[src/rtl/core/selective_repeat_sender_window_assert.svh]
// Assertion macros shared by the sender window RTL.
`ifndef SELECTIVE_REPEAT_SENDER_WINDOW_ASSERT_SVH
`define SELECTIVE_REPEAT_SENDER_WINDOW_ASSERT_SVH
`ifndef SYNTHESIS
// prop must hold at every clock edge outside reset
`define SRSW_ASSERT(lbl, prop) \
  lbl: assert property (@(posedge clk_i) disable iff (!rst_ni) (prop)) \
    else $error("srsw: property violated");
// cond must never be true outside reset
`define SRSW_NEVER(lbl, cond) \
  lbl: assert property (@(posedge clk_i) disable iff (!rst_ni) !(cond)) \
    else $error("srsw: forbidden condition");
`else
`define SRSW_ASSERT(lbl, prop)
`define SRSW_NEVER(lbl, cond)
`endif
`endif

[src/rtl/core/srsw_pkg.sv]
// Types and constants of the selective-repeat sender window.
package srsw_pkg;

  localparam int SEQ_W   = 16;
  localparam int SLOT_W  = 4;
  localparam int KIND_W  = 3;
  localparam int MODE_W  = 2;
  localparam int LIMIT_W = 5;
  localparam int INFL_W  = 5;
  localparam int HARD_CAP = 16;
  localparam logic [LIMIT_W-1:0] LIMIT_RESET = 5'd10;

  typedef enum logic [MODE_W-1:0] {
    MODE_SUBMIT  = 2'd0,
    MODE_ACK     = 2'd1,
    MODE_TIMEOUT = 2'd2,
    MODE_UNUSED  = 2'd3
  } mode_e;

  typedef enum logic [KIND_W-1:0] {
    KIND_NEW     = 3'd0,
    KIND_RESEND  = 3'd1,
    KIND_REFUSED = 3'd2,
    KIND_TAKEN   = 3'd3,
    KIND_IGNORED = 3'd4,
    KIND_NONE    = 3'd5
  } kind_e;

  typedef enum logic [1:0] {
    ST_IDLE,
    ST_SLIDE,
    ST_WALK,
    ST_END
  } state_e;

endpackage

[src/rtl/core/selective_repeat_sender_window.sv]
// Selective-repeat sender window: submit / ack / timeout sequencer over an ack-flag RAM.
// Submit, ignored ack, empty timeout: result in the cycle after start, busy stays low.
// Taken ack: busy while the base slides past acked frames (one per RAM read), then the TAKEN result.
// Timeout with pending base: busy while each in-flight slot is walked, one slot read per cycle.
// Async active-low reset empties the window (base = next = 0) and sets window_limit to 10;
// the flag RAM is not swept, since an entry is only read after a submit has written it.
`include "selective_repeat_sender_window_assert.svh"

module selective_repeat_sender_window #(
  parameter int WINDOW_SLOTS = 16
) (
  input  logic                          clk_i,
  input  logic                          rst_ni,
  // command channel
  input  logic                          start,
  output logic                          busy,
  input  logic [srsw_pkg::MODE_W-1:0]   mode_i,
  input  logic [srsw_pkg::SEQ_W-1:0]    ack_seq_i,
  // result channel, one word per strobe
  output logic                          res_valid_o,
  output logic [srsw_pkg::KIND_W-1:0]   kind_o,
  output logic [srsw_pkg::SEQ_W-1:0]    seq_o,
  output logic [srsw_pkg::SLOT_W-1:0]   slot_o,
  output logic                          last_o,
  output logic [srsw_pkg::SEQ_W-1:0]    window_base_o,
  output logic [srsw_pkg::INFL_W-1:0]   in_flight_o,
  // configuration
  input  logic                          psel,
  input  logic                          penable,
  input  logic                          pwrite,
  input  logic [2:0]                    paddr,
  input  logic [31:0]                   pwdata,
  output logic [31:0]                   prdata,
  output logic                          pready
);

  import srsw_pkg::*;

  localparam int AW  = $clog2(WINDOW_SLOTS);
  localparam int CAP = (WINDOW_SLOTS < HARD_CAP) ? WINDOW_SLOTS : HARD_CAP;
  localparam logic [LIMIT_W-1:0] LIM_CAP   = LIMIT_W'(CAP);
  // slot field is seq mod slot count, masked to the 4-bit port
  localparam logic [SLOT_W-1:0]  SLOT_MASK = SLOT_W'(WINDOW_SLOTS - 1);

  // ------------------------------------------------------------------
  // Registers
  // ------------------------------------------------------------------
  state_e              state_q, state_d;
  logic [LIMIT_W-1:0]  limit_q;
  logic [SEQ_W-1:0]    base_q, base_d;
  logic [SEQ_W-1:0]    next_q, next_d;
  logic [SEQ_W-1:0]    ack_q, ack_d;       // ack being processed
  logic [INFL_W-1:0]   walk_q, walk_d;     // window offset whose flag is on rd_data
  logic [SEQ_W-1:0]    pend_q, pend_d;     // resend held back until the next one is known
  logic                pend_vld_q, pend_vld_d;

  logic                res_vld_q;
  logic [KIND_W-1:0]   kind_q;
  logic [SEQ_W-1:0]    seq_q;
  logic [SLOT_W-1:0]   slot_q;
  logic                last_q;
  logic [SEQ_W-1:0]    wbase_q;
  logic [INFL_W-1:0]   infl_q;

  // ------------------------------------------------------------------
  // Shared decode
  // ------------------------------------------------------------------
  logic               accept;
  logic [SEQ_W-1:0]   flight;
  logic [SEQ_W-1:0]   ack_off;
  logic [LIMIT_W-1:0] lim;
  logic               win_full;
  logic               ack_in_win;
  logic               base_flag;
  logic               walk_done;
  logic               rd_data;
  logic [SEQ_W-1:0]   walk_seq;
  logic [SEQ_W-1:0]   walk_seq_nxt;

  assign busy     = (state_q != ST_IDLE);
  assign accept   = start && !busy;
  assign flight   = next_q - base_q;
  assign ack_off  = ack_seq_i - base_q;
  assign lim      = (limit_q > LIM_CAP) ? LIM_CAP : limit_q;
  assign win_full = (flight >= {{(SEQ_W-LIMIT_W){1'b0}}, lim});
  assign ack_in_win = (ack_off < flight);
  // the just-written ack flag is forwarded, the RAM read may predate it
  assign base_flag = rd_data || (base_q[AW-1:0] == ack_q[AW-1:0]);
  assign walk_seq     = base_q + SEQ_W'(walk_q);
  assign walk_seq_nxt = walk_seq + 16'd1;
  assign walk_done    = ((walk_q + 5'd1) == flight[INFL_W-1:0]);

  // ------------------------------------------------------------------
  // Ack flag RAM
  // ------------------------------------------------------------------
  logic          ram_we;
  logic [AW-1:0] ram_waddr;
  logic          ram_wdata;
  logic [AW-1:0] ram_raddr;

  srsw_ram #(
    .WIDTH (1),
    .DEPTH (WINDOW_SLOTS)
  ) u_flags (
    .clk_i   (clk_i),
    .we_i    (ram_we),
    .waddr_i (ram_waddr),
    .wdata_i (ram_wdata),
    .raddr_i (ram_raddr),
    .rdata_o (rd_data)
  );

  // ------------------------------------------------------------------
  // Next state
  // ------------------------------------------------------------------
  always_comb begin
    state_d = state_q;
    case (state_q)
      ST_IDLE: begin
        if (accept) begin
          if (mode_i == MODE_ACK && ack_in_win) begin
            state_d = ST_SLIDE;
          end else if (mode_i == MODE_TIMEOUT && flight != '0) begin
            state_d = ST_WALK;
          end
        end
      end
      ST_SLIDE: begin
        if (!(flight != '0 && base_flag)) begin
          state_d = ST_IDLE;
        end
      end
      ST_WALK: begin
        if (walk_q == '0 && rd_data) begin
          state_d = ST_IDLE;  // base already acked: nothing to resend
        end else if (walk_done) begin
          state_d = ST_END;
        end
      end
      ST_END: begin
        state_d = ST_IDLE;
      end
      default: begin
        state_d = ST_IDLE;
      end
    endcase
  end

  // ------------------------------------------------------------------
  // Datapath and result selection
  // ------------------------------------------------------------------
  logic              emit;
  logic [KIND_W-1:0] emit_kind;
  logic [SEQ_W-1:0]  emit_seq;
  logic              emit_last;

  always_comb begin
    base_d     = base_q;
    next_d     = next_q;
    ack_d      = ack_q;
    walk_d     = walk_q;
    pend_d     = pend_q;
    pend_vld_d = pend_vld_q;
    emit       = 1'b0;
    emit_kind  = KIND_NONE;
    emit_seq   = base_q;
    emit_last  = 1'b1;
    ram_we     = 1'b0;
    ram_waddr  = next_q[AW-1:0];
    ram_wdata  = 1'b0;
    ram_raddr  = base_q[AW-1:0];
    case (state_q)
      ST_IDLE: begin
        if (accept) begin
          case (mode_i)
            MODE_SUBMIT: begin
              emit     = 1'b1;
              emit_seq = next_q;
              if (win_full) begin
                emit_kind = KIND_REFUSED;
              end else begin
                emit_kind = KIND_NEW;
                ram_we    = 1'b1;
                ram_waddr = next_q[AW-1:0];
                ram_wdata = 1'b0;
                next_d    = next_q + 16'd1;
              end
            end
            MODE_ACK: begin
              ack_d = ack_seq_i;
              if (ack_in_win) begin
                ram_we    = 1'b1;
                ram_waddr = ack_seq_i[AW-1:0];
                ram_wdata = 1'b1;
              end else begin
                emit      = 1'b1;
                emit_kind = KIND_IGNORED;
                emit_seq  = ack_seq_i;
              end
            end
            MODE_TIMEOUT: begin
              walk_d     = '0;
              pend_vld_d = 1'b0;
              if (flight == '0) begin
                emit      = 1'b1;
                emit_kind = KIND_NONE;
                emit_seq  = base_q;
              end
            end
            default: begin
            end
          endcase
        end
      end
      ST_SLIDE: begin
        if (flight != '0 && base_flag) begin
          base_d    = base_q + 16'd1;
          ram_raddr = base_d[AW-1:0];
        end else begin
          emit      = 1'b1;
          emit_kind = KIND_TAKEN;
          emit_seq  = ack_q;
        end
      end
      ST_WALK: begin
        if (walk_q == '0 && rd_data) begin
          emit      = 1'b1;
          emit_kind = KIND_NONE;
          emit_seq  = base_q;
        end else begin
          if (!rd_data) begin
            // flush the previous resend, hold this one until the next one is found or the walk ends
            if (pend_vld_q) begin
              emit      = 1'b1;
              emit_kind = KIND_RESEND;
              emit_seq  = pend_q;
              emit_last = 1'b0;
            end
            pend_d     = walk_seq;
            pend_vld_d = 1'b1;
          end
          walk_d    = walk_q + 5'd1;
          ram_raddr = walk_seq_nxt[AW-1:0];
        end
      end
      ST_END: begin
        emit      = 1'b1;
        emit_kind = KIND_RESEND;
        emit_seq  = pend_q;
      end
      default: begin
      end
    endcase
  end

  // ------------------------------------------------------------------
  // Sequential
  // ------------------------------------------------------------------
  logic [SEQ_W-1:0] flight_d;
  assign flight_d = next_d - base_d;

  always_ff @(posedge clk_i or negedge rst_ni) begin
    if (!rst_ni) begin
      state_q    <= ST_IDLE;
      limit_q    <= LIMIT_RESET;
      base_q     <= '0;
      next_q     <= '0;
      pend_vld_q <= 1'b0;
      res_vld_q  <= 1'b0;
    end else begin
      state_q    <= state_d;
      base_q     <= base_d;
      next_q     <= next_d;
      pend_vld_q <= pend_vld_d;
      res_vld_q  <= emit;
      if (psel && penable && pwrite && !paddr[2]) begin
        limit_q <= pwdata[LIMIT_W-1:0];
      end
    end
  end

  always_ff @(posedge clk_i) begin
    ack_q  <= ack_d;
    walk_q <= walk_d;
    pend_q <= pend_d;
    if (emit) begin
      kind_q  <= emit_kind;
      seq_q   <= emit_seq;
      slot_q  <= emit_seq[SLOT_W-1:0] & SLOT_MASK;
      last_q  <= emit_last;
      wbase_q <= base_d;
      infl_q  <= flight_d[INFL_W-1:0];
    end
  end

  // ------------------------------------------------------------------
  // Outputs
  // ------------------------------------------------------------------
  assign res_valid_o   = res_vld_q;
  assign kind_o        = kind_q;
  assign seq_o         = seq_q;
  assign slot_o        = slot_q;
  assign last_o        = last_q;
  assign window_base_o = wbase_q;
  assign in_flight_o   = infl_q;

  assign prdata = {{(32-LIMIT_W){1'b0}}, limit_q};
  assign pready = 1'b1;

  // ------------------------------------------------------------------
  // Assertions
  // ------------------------------------------------------------------
  `SRSW_ASSERT(a_window_bound, flight <= SEQ_W'(WINDOW_SLOTS))
  `SRSW_ASSERT(a_last_ends_item, res_vld_q && last_q |-> state_q == ST_IDLE)
  `SRSW_ASSERT(a_walk_in_window, state_q == ST_WALK |-> SEQ_W'(walk_q) < flight)
  `SRSW_NEVER(a_unused_mode_silent, $past(accept) && $past(mode_i) == MODE_UNUSED && res_vld_q)

endmodule

[src/rtl/core/srsw_ram.sv]
// Generic single-port-write, single-port-read RAM with registered read.
module srsw_ram #(
  parameter int WIDTH = 1,
  parameter int DEPTH = 16
) (
  input  logic                     clk_i,
  input  logic                     we_i,
  input  logic [$clog2(DEPTH)-1:0] waddr_i,
  input  logic [WIDTH-1:0]         wdata_i,
  input  logic [$clog2(DEPTH)-1:0] raddr_i,
  output logic [WIDTH-1:0]         rdata_o
);

  logic [WIDTH-1:0] mem_q [DEPTH];
  logic [WIDTH-1:0] rdata_q;

  always_ff @(posedge clk_i) begin
    if (we_i) begin
      mem_q[waddr_i] <= wdata_i;
    end
    rdata_q <= mem_q[raddr_i];
  end

  assign rdata_o = rdata_q;

endmodule
[config.mk]
export PLATFORM = sky130hd
export DESIGN_NAME = selective_repeat_sender_window
export DESIGN_NICKNAME = d
export VERILOG_FILES = /design/src/rtl/core/srsw_pkg.sv /design/src/rtl/core/selective_repeat_sender_window.sv /design/src/rtl/core/srsw_ram.sv
export VERILOG_INCLUDE_DIRS = /design/src /design/src/rtl/core
export SDC_FILE = /design/constraint.sdc
export NUM_CORES = 1
export LEC_CHECK = 0
export BUFFER_PORTS_ARGS = -buffer_cell sky130_fd_sc_hd__buf_4
export CAP_MARGIN = 20
export CORE_AREA = 2 2 124 126
export DETAILED_ROUTE_END_ITERATION = 6
export DIE_AREA = 0 0 126 128
export PLACE_DENSITY = 0.86
export SKIP_LAST_GASP = 1
export SYNTH_ARGS = -nofsm -noshare
export SYNTH_HDL_FRONTEND = slang
export SYNTH_SLANG_ARGS = --single-unit
export TNS_END_PERCENT = 20
[constraint.sdc]
create_clock -name clk_i -period 16.4 [get_ports clk_i]
set_clock_uncertainty 0.2 [all_clocks]
set_input_delay 0.82 -clock clk_i [delete_from_list [all_inputs] [get_ports clk_i]]
set_output_delay 0.82 -clock clk_i [all_outputs]
set_load 0.005 [all_outputs]
## After elaboration in Yosys (flattened, before gate mapping)

Memories as Yosys holds them, arrays and structs flattened. A register that Yosys moved wholly into a read port is not among the register bits.
Index checks and enable logic that the tools add are counted.

- Bits of input ports: 59
- Logic and storage cells: 135
- Output and inout port bits: 80
- Register bits after elaboration: 123
- RAM bits: 16
- Memories kept: 1
- Memory bits (read-only): 0
- Bits in latches: 0

Memory list:

| memory | words | bits a word | rd ports | clocked after Yosys merged registers in | wr ports | line | RTL |
|---|---|---|---|---|---|---|---|
| u_flags.mem_q | 16 | 1 | 1 | 1 | 1 | srsw_ram.sv:14 | `logic [WIDTH-1:0] mem_q [DEPTH];` |

- Multiplexer cells: 67
- Div/mod/pow operators: 0
- Bitwise operators: 3
- $lt $le $gt $ge: 3
- Multipliers: 0
- Shifts and indexed selects: 0
- Eq/ne operators: 14
- Add/subtract/negate cells: 8
- Reductions and logical operators: 24

Operators with widths:

| operator | count |
|---|---|
| two-way mux 16 bit | 12 |
| one-hot mux 16 bit (4 select lines) | 1 |
| adder 16 x 1 -> 16 bit (second input constant) | 2 |
| one-hot mux 16 bit (2 select lines) | 1 |
| subtractor 16 bit | 2 |
| two-way mux 4 bit | 6 |
| two-way mux 1 bit | 22 |
| two-way mux 5 bit | 4 |
| adder 16 x 5 -> 16 bit | 1 |
| greater-or-equal comparator 16 x 5 -> 1 bit | 1 |
| zero test 16 bit | 1 |
| < comparator 16 bit | 1 |
| nonzero test 16 bit | 1 |
| two-way mux 3 bit | 5 |
| two-way mux 2 bit | 7 |
| one-hot mux 3 bit (4 select lines) | 1 |
| inequality test 2 bit (second input constant) | 5 |
| one-hot mux 5 bit (2 select lines) | 1 |
| logical AND 1 bit | 8 |
| one-hot mux 2 bit (4 select lines) | 1 |
| one-hot mux 4 bit (2 select lines) | 1 |
| AND reduction 4 bit | 2 |
| == test 2 bit (second input constant) | 3 |
| inequality test 3 bit (second input constant) | 2 |
| 20 further kinds | 28 |

## Depth between registers and ports, before layout

- Depth in word-level cells: 9
- Mapped depth: 25
- Mapped depth without buffers: 24

## Cells and area by module

A second synthesis with hierarchy kept.

- Cells, all modules: 863
- Area, all modules: 9013.6 um2

By module, submodules not included:

| module | times used | seq. area each (um2) | area an instance (um2) | cells an instance |
|---|---|---|---|---|
| selective_repeat_sender_window | 1 | 3370.7 | 8267.9 | 816 |
| srsw_ram | 1 | 500.5 | 745.7 | 47 |

## Worst setup path after synthesis

Ideal clock, no wire load.

- Path kind: input to register
- From: input ack_seq_i[0] (netlist name)
- To: register infl_q[0], in the netlist in_flight_o[0], enable pin
- Stages: 22
- Data required time: 15.736 ns
- Arrival time: 6.596 ns
- Path buffers: 0
- Setup time: 0.464 ns
- Slack: 9.140 ns
- Cell sequence: inv_1 ha_1 inv_1 fa_1 a21o_1 a21oi_1 o21bai_1 a21oi_1 o21bai_1 a21oi_1 o21bai_1 a21oi_1 o21ai_0 xor2_1 ha_1 nand4_1 or3_1 o21ai_0 o211ai_1 a31oi_1 o211ai_1 a32oi_1

- Word-level cells in the longest chain between the ends: 6

RTL lines:

| what | line | RTL |
|---|---|---|
| start: declaration | selective_repeat_sender_window.sv:18 | `input logic [srsw_pkg::SEQ_W-1:0] ack_seq_i,` |
| subtractor 16 bit | selective_repeat_sender_window.sv:83 | `assign ack_off = ack_seq_i - base_q;` |
| < comparator 16 bit | selective_repeat_sender_window.sv:86 | `assign ack_in_win = (ack_off < flight);` |
| two-way mux 1 bit | selective_repeat_sender_window.sv:191 | `if (ack_in_win) begin` |
| one-hot mux 1 bit (3 select lines) | selective_repeat_sender_window.sv:175 | `case (mode_i)` |
| two-way mux 1 bit | selective_repeat_sender_window.sv:174 | `if (accept) begin` |
| one-hot mux 1 bit (4 select lines) | selective_repeat_sender_window.sv:172 | `case (state_q)` |
| net emit | selective_repeat_sender_window.sv:152 | `logic emit;` |
| end signal: assignment | selective_repeat_sender_window.sv:292 | `infl_q <= flight_d[INFL_W-1:0];` |
| end: declaration | selective_repeat_sender_window.sv:63 | `logic [INFL_W-1:0] infl_q;` |

The timed path passes the listed nets, and every way through them passes these cells.
A chain may end at the register's enable or synchronous reset.

## Worst setup path in the final report

- From: register base_q[1]
- To: register last_q, in the netlist last_o, enable pin

- Word-level cells in the longest chain between the ends: 6
- Elaborated cells between the ends (all ways): 14
- Those cells by class: add/sub (2); order compare (1); eq/ne (1); mux (6); reduce/logical (4)

RTL lines:

| what | line | RTL |
|---|---|---|
| start: declaration | selective_repeat_sender_window.sv:50 | `logic [SEQ_W-1:0] base_q, base_d;` |
| start signal: assignment | selective_repeat_sender_window.sv:272 | `base_q <= base_d;` |
| subtractor 16 bit, on equally long branches | selective_repeat_sender_window.sv:83, selective_repeat_sender_window.sv:82 |  |
| < comparator 16 bit / zero test 16 bit (equally long branches) | selective_repeat_sender_window.sv:86, selective_repeat_sender_window.sv:204 |  |
| two-way mux 1 bit, on equally long branches | selective_repeat_sender_window.sv:191, selective_repeat_sender_window.sv:204 |  |
| one-hot mux 1 bit (3 select lines) | selective_repeat_sender_window.sv:175 |  |
| two-way mux 1 bit | selective_repeat_sender_window.sv:174 |  |
| one-hot mux 1 bit (4 select lines) * | selective_repeat_sender_window.sv:172 |  |
| net emit | selective_repeat_sender_window.sv:152 |  |
| end signal: assignment | selective_repeat_sender_window.sv:290 | `last_q <= emit_last;` |
| end: declaration | selective_repeat_sender_window.sv:61 | `logic last_q;` |

The timed path passes the listed nets; every way through them passes the cells marked *.

==> results.yml <==
worst_hold_path:
  worst_hold_path_type: "in2async"
clocking:
  clockRootBuffer: "clkbuf_16"
  cts_num_sinks: 136
  cts-buffers-inserted: 17
  htreeDepth: 4
  cts_max_path_buffers: 2
  clock_latency_ns: 0.44
  holdBufCountCts: 0
  cts_setup_buffers: 0
  cts_tree: "done"
  path_clk_slew_ns: 0.06
  cts_resized: 0
critical_path:
  cp-end-kind: "flip-flop"
  crit_type: "reg2reg"
  ff2ff_path_depth: 22
  worstPathArrival_ns: 6.41
  cp.required_ns: 16.29
  crit_fanout: 32
  cp-start-kind: "flip-flop"
logic_synthesis:
  syn_area_um2: 9170
  synth_edf_count: 94
  synth_top_area_frac: 0.308
  ys_seq_area_frac: 0.422
  yosysWarnings: 0
  synthCells: 897
  yosys-top-cells-area: "edfxtp_1, dfrtp_1, ha_1"
  synth_seq_cells: 136
  avgSynthCellArea_um2: 10.2
  async_reset_ff_frac: 0.301
  netlist-cell-type-count: 75
  ys.flop_type: "edfxtp_1"
  synth_top_area_cell: "edfxtp_1"
cells_and_area:
  n_fill_cell: 1074
  mostFrequentLayoutCells: "edfxtp_1, buf_4, nor2_1"
  drive_above_1_share: 0.146
  seq_area_um2: 3870
  area_growth_pct: 13.5
  n_antenna_cell: 0
  final_common_cell: "edfxtp_1"
  multi_input_area_um2: 4830
  nNetsFinal: 1097
grt:
  grt.total_usage: 0.303
  overflow: 0
  grt_first_pass_wirelength_mm: 37.7
  grt_max_degree: 42
  grt_pass1_vias: 7005
  antenna_found_initial: 0
job:
  max_cap_violations: 0
pwr:
  powerDensity_nw_per_um2: 184
  finalPower_w: 0.00191
  p_leak_nw: 4.28
  ir_worst_vdd_mv: 0.113
sta:
  finalSetupViolations: 0
  layout_min_cycle_time_ns: 6.53
  worst_pin_slew_ns: 1.03
  layout_setup_ws_ns: 9.87
  maxSlewViolCount: 0
  hold_violations: 0
  relSlewSlack: 0.307
  final.period_utilization: 0.398
  fin_setup_tns_ns: 0
  rsz0062_at_grt: "false"
  fmax_mhz: 153
drt:
  drc: 1
  route.met3.wl_mm: 2.81
  routed_wl_mm: 23.9
  dr.pass1.iters: 7
  wl_met2_mm: 11.0
  avgRoutedWirePerCell_um: 20.4
  ant_nets: 0
  vias: 7577
  viasPerCell: 6.49
  top_layer: "met4"
  drt-met1-wl_mm: 9.22
  drtIter0Drc: 982
die:
  std_cell_rows: 45
  dieHeight_um: 128
  fp.coreArea_um2: 14900
  start_util: 0.617
  dieArea_um2: 16100
  fp.dieW_um: 126
  num_io_pins: 139
run_status:
  violations: "design-rule violations"
  status: "finished, violations left"
placed_design:
  routabilityCongestion: 0.963
  hpwl_mm: 17.2
  io_buffers: 81
  place_ws_ns: 9.80
path summary, 6_finish.rpt:
path | start | end | slack (ns)
worst min register to register | next_q[15] | next_q[15] | 0.33
max in group asynchronous | rst_ni | base_q[1] | 15.39
worst min-delay path | rst_ni | next_q[13] | 0.18
worst max-delay path | base_q[1] | last_o | 9.87
min in group clk_i | next_q[15] | next_q[15] | 0.33
worst max register to register | base_q[1] | last_o | 9.87
where the power goes:
part / total (W) / internal [W] / switching [W]
clock network: 0.000393 / 0.000228 / 0.000165
registers: 0.000579 / 0.000512 / 0.0000669
logic: 0.000938 / 0.000410 / 0.000529
worst max-delay path: stages, from the launching register on:
cell and delay (ns):
dfrtp_1 0.70, inv_1 0.30, fa_1 0.50, a21o_1 0.18, a21oi_1 0.24, o21bai_1 0.10
a21oi_1 0.23, o21bai_1 0.09, a21oi_1 0.23, o21bai_1 0.09, a21oi_1 0.24, o21ai_0 0.19
xor2_1 0.19, ha_1 0.32, nand4_1 0.08, or3_1 0.36, o21ai_0 0.30, o211ai_1 0.13
a31oi_1 0.19, buf_4 0.19, o211ai_1 0.13, a32oi_4 0.49, buf_4 0.49
cells in the mapped netlist, drive strengths merged, types with 24 or more instances:
cell and n:
edfxtp 94, nor2 74, ha 67, xnor2 61, nand2 56, inv 54, a21oi 53, dfrtp 39
buf 37, o21ai 31, clkbuf 28, nor2b 25, xor2 24
cell type report:
| class | count | area share |
|---|---|---|
| multi-input cells | 667 | 0.464 |
| flip-flops and latches | 136 | 0.372 |
| repair buffers | 90 | 0.0649 |
| clock buffers | 18 | 0.0412 |
| well taps | 188 | 0.0226 |
| inverters | 55 | 0.0198 |
| clock inverters | 14 | 0.0159 |
registers in the layout (all words and copies together) (netlist names):
register,flops
kind_o,3
limit_q,5
u_flags.mem_q,16
ack_q,16
in_flight_o,5
last_o,1
base_q,16
pend_vld_q,1
state_q,2
pend_q,16
u_flags.rdata_o,1
next_q,16
walk_q,5
seq_o,16
res_valid_o,1
window_base_o,16
kinds of logic (layout without fill, tap and decap cells):
group / count (synthesis) / after routing / synth area share
compound gates: 217 / 217 / 0.167
other cells: 2 / 28 / 0.000819
fa+ha+maj: 71 / 71 / 0.100
buf+inv: 120 / 177 / 0.0648
mux: 22 / 22 / 0.0327
flops: 136 / 136 / 0.422
simple gates: 243 / 243 / 0.128
xor+xnor: 86 / 86 / 0.0838
per-layer routing:
layer / up-vias / GRT usage
met5: - / 0
met4: 0 / 0.131
met3: 99 / 0.0851
met2: 539 / 0.469
met1: 3555 / 0.401
li1: 3384 / -
per-stage QoR:
step	hold slack (ns)	std cells	cell area, um^2	util
after CTS	0.199	1168	10400	0.700
after global routing	0.224	1168	10400	0.700
final	0.181	1168	10400	0.700
after floorplan	0.272	923	9270	-
after global placement	0.295	1136	9810	0.660
after detailed placement	0.317	1136	9810	0.660
Power figures use the tool's default switching activity.
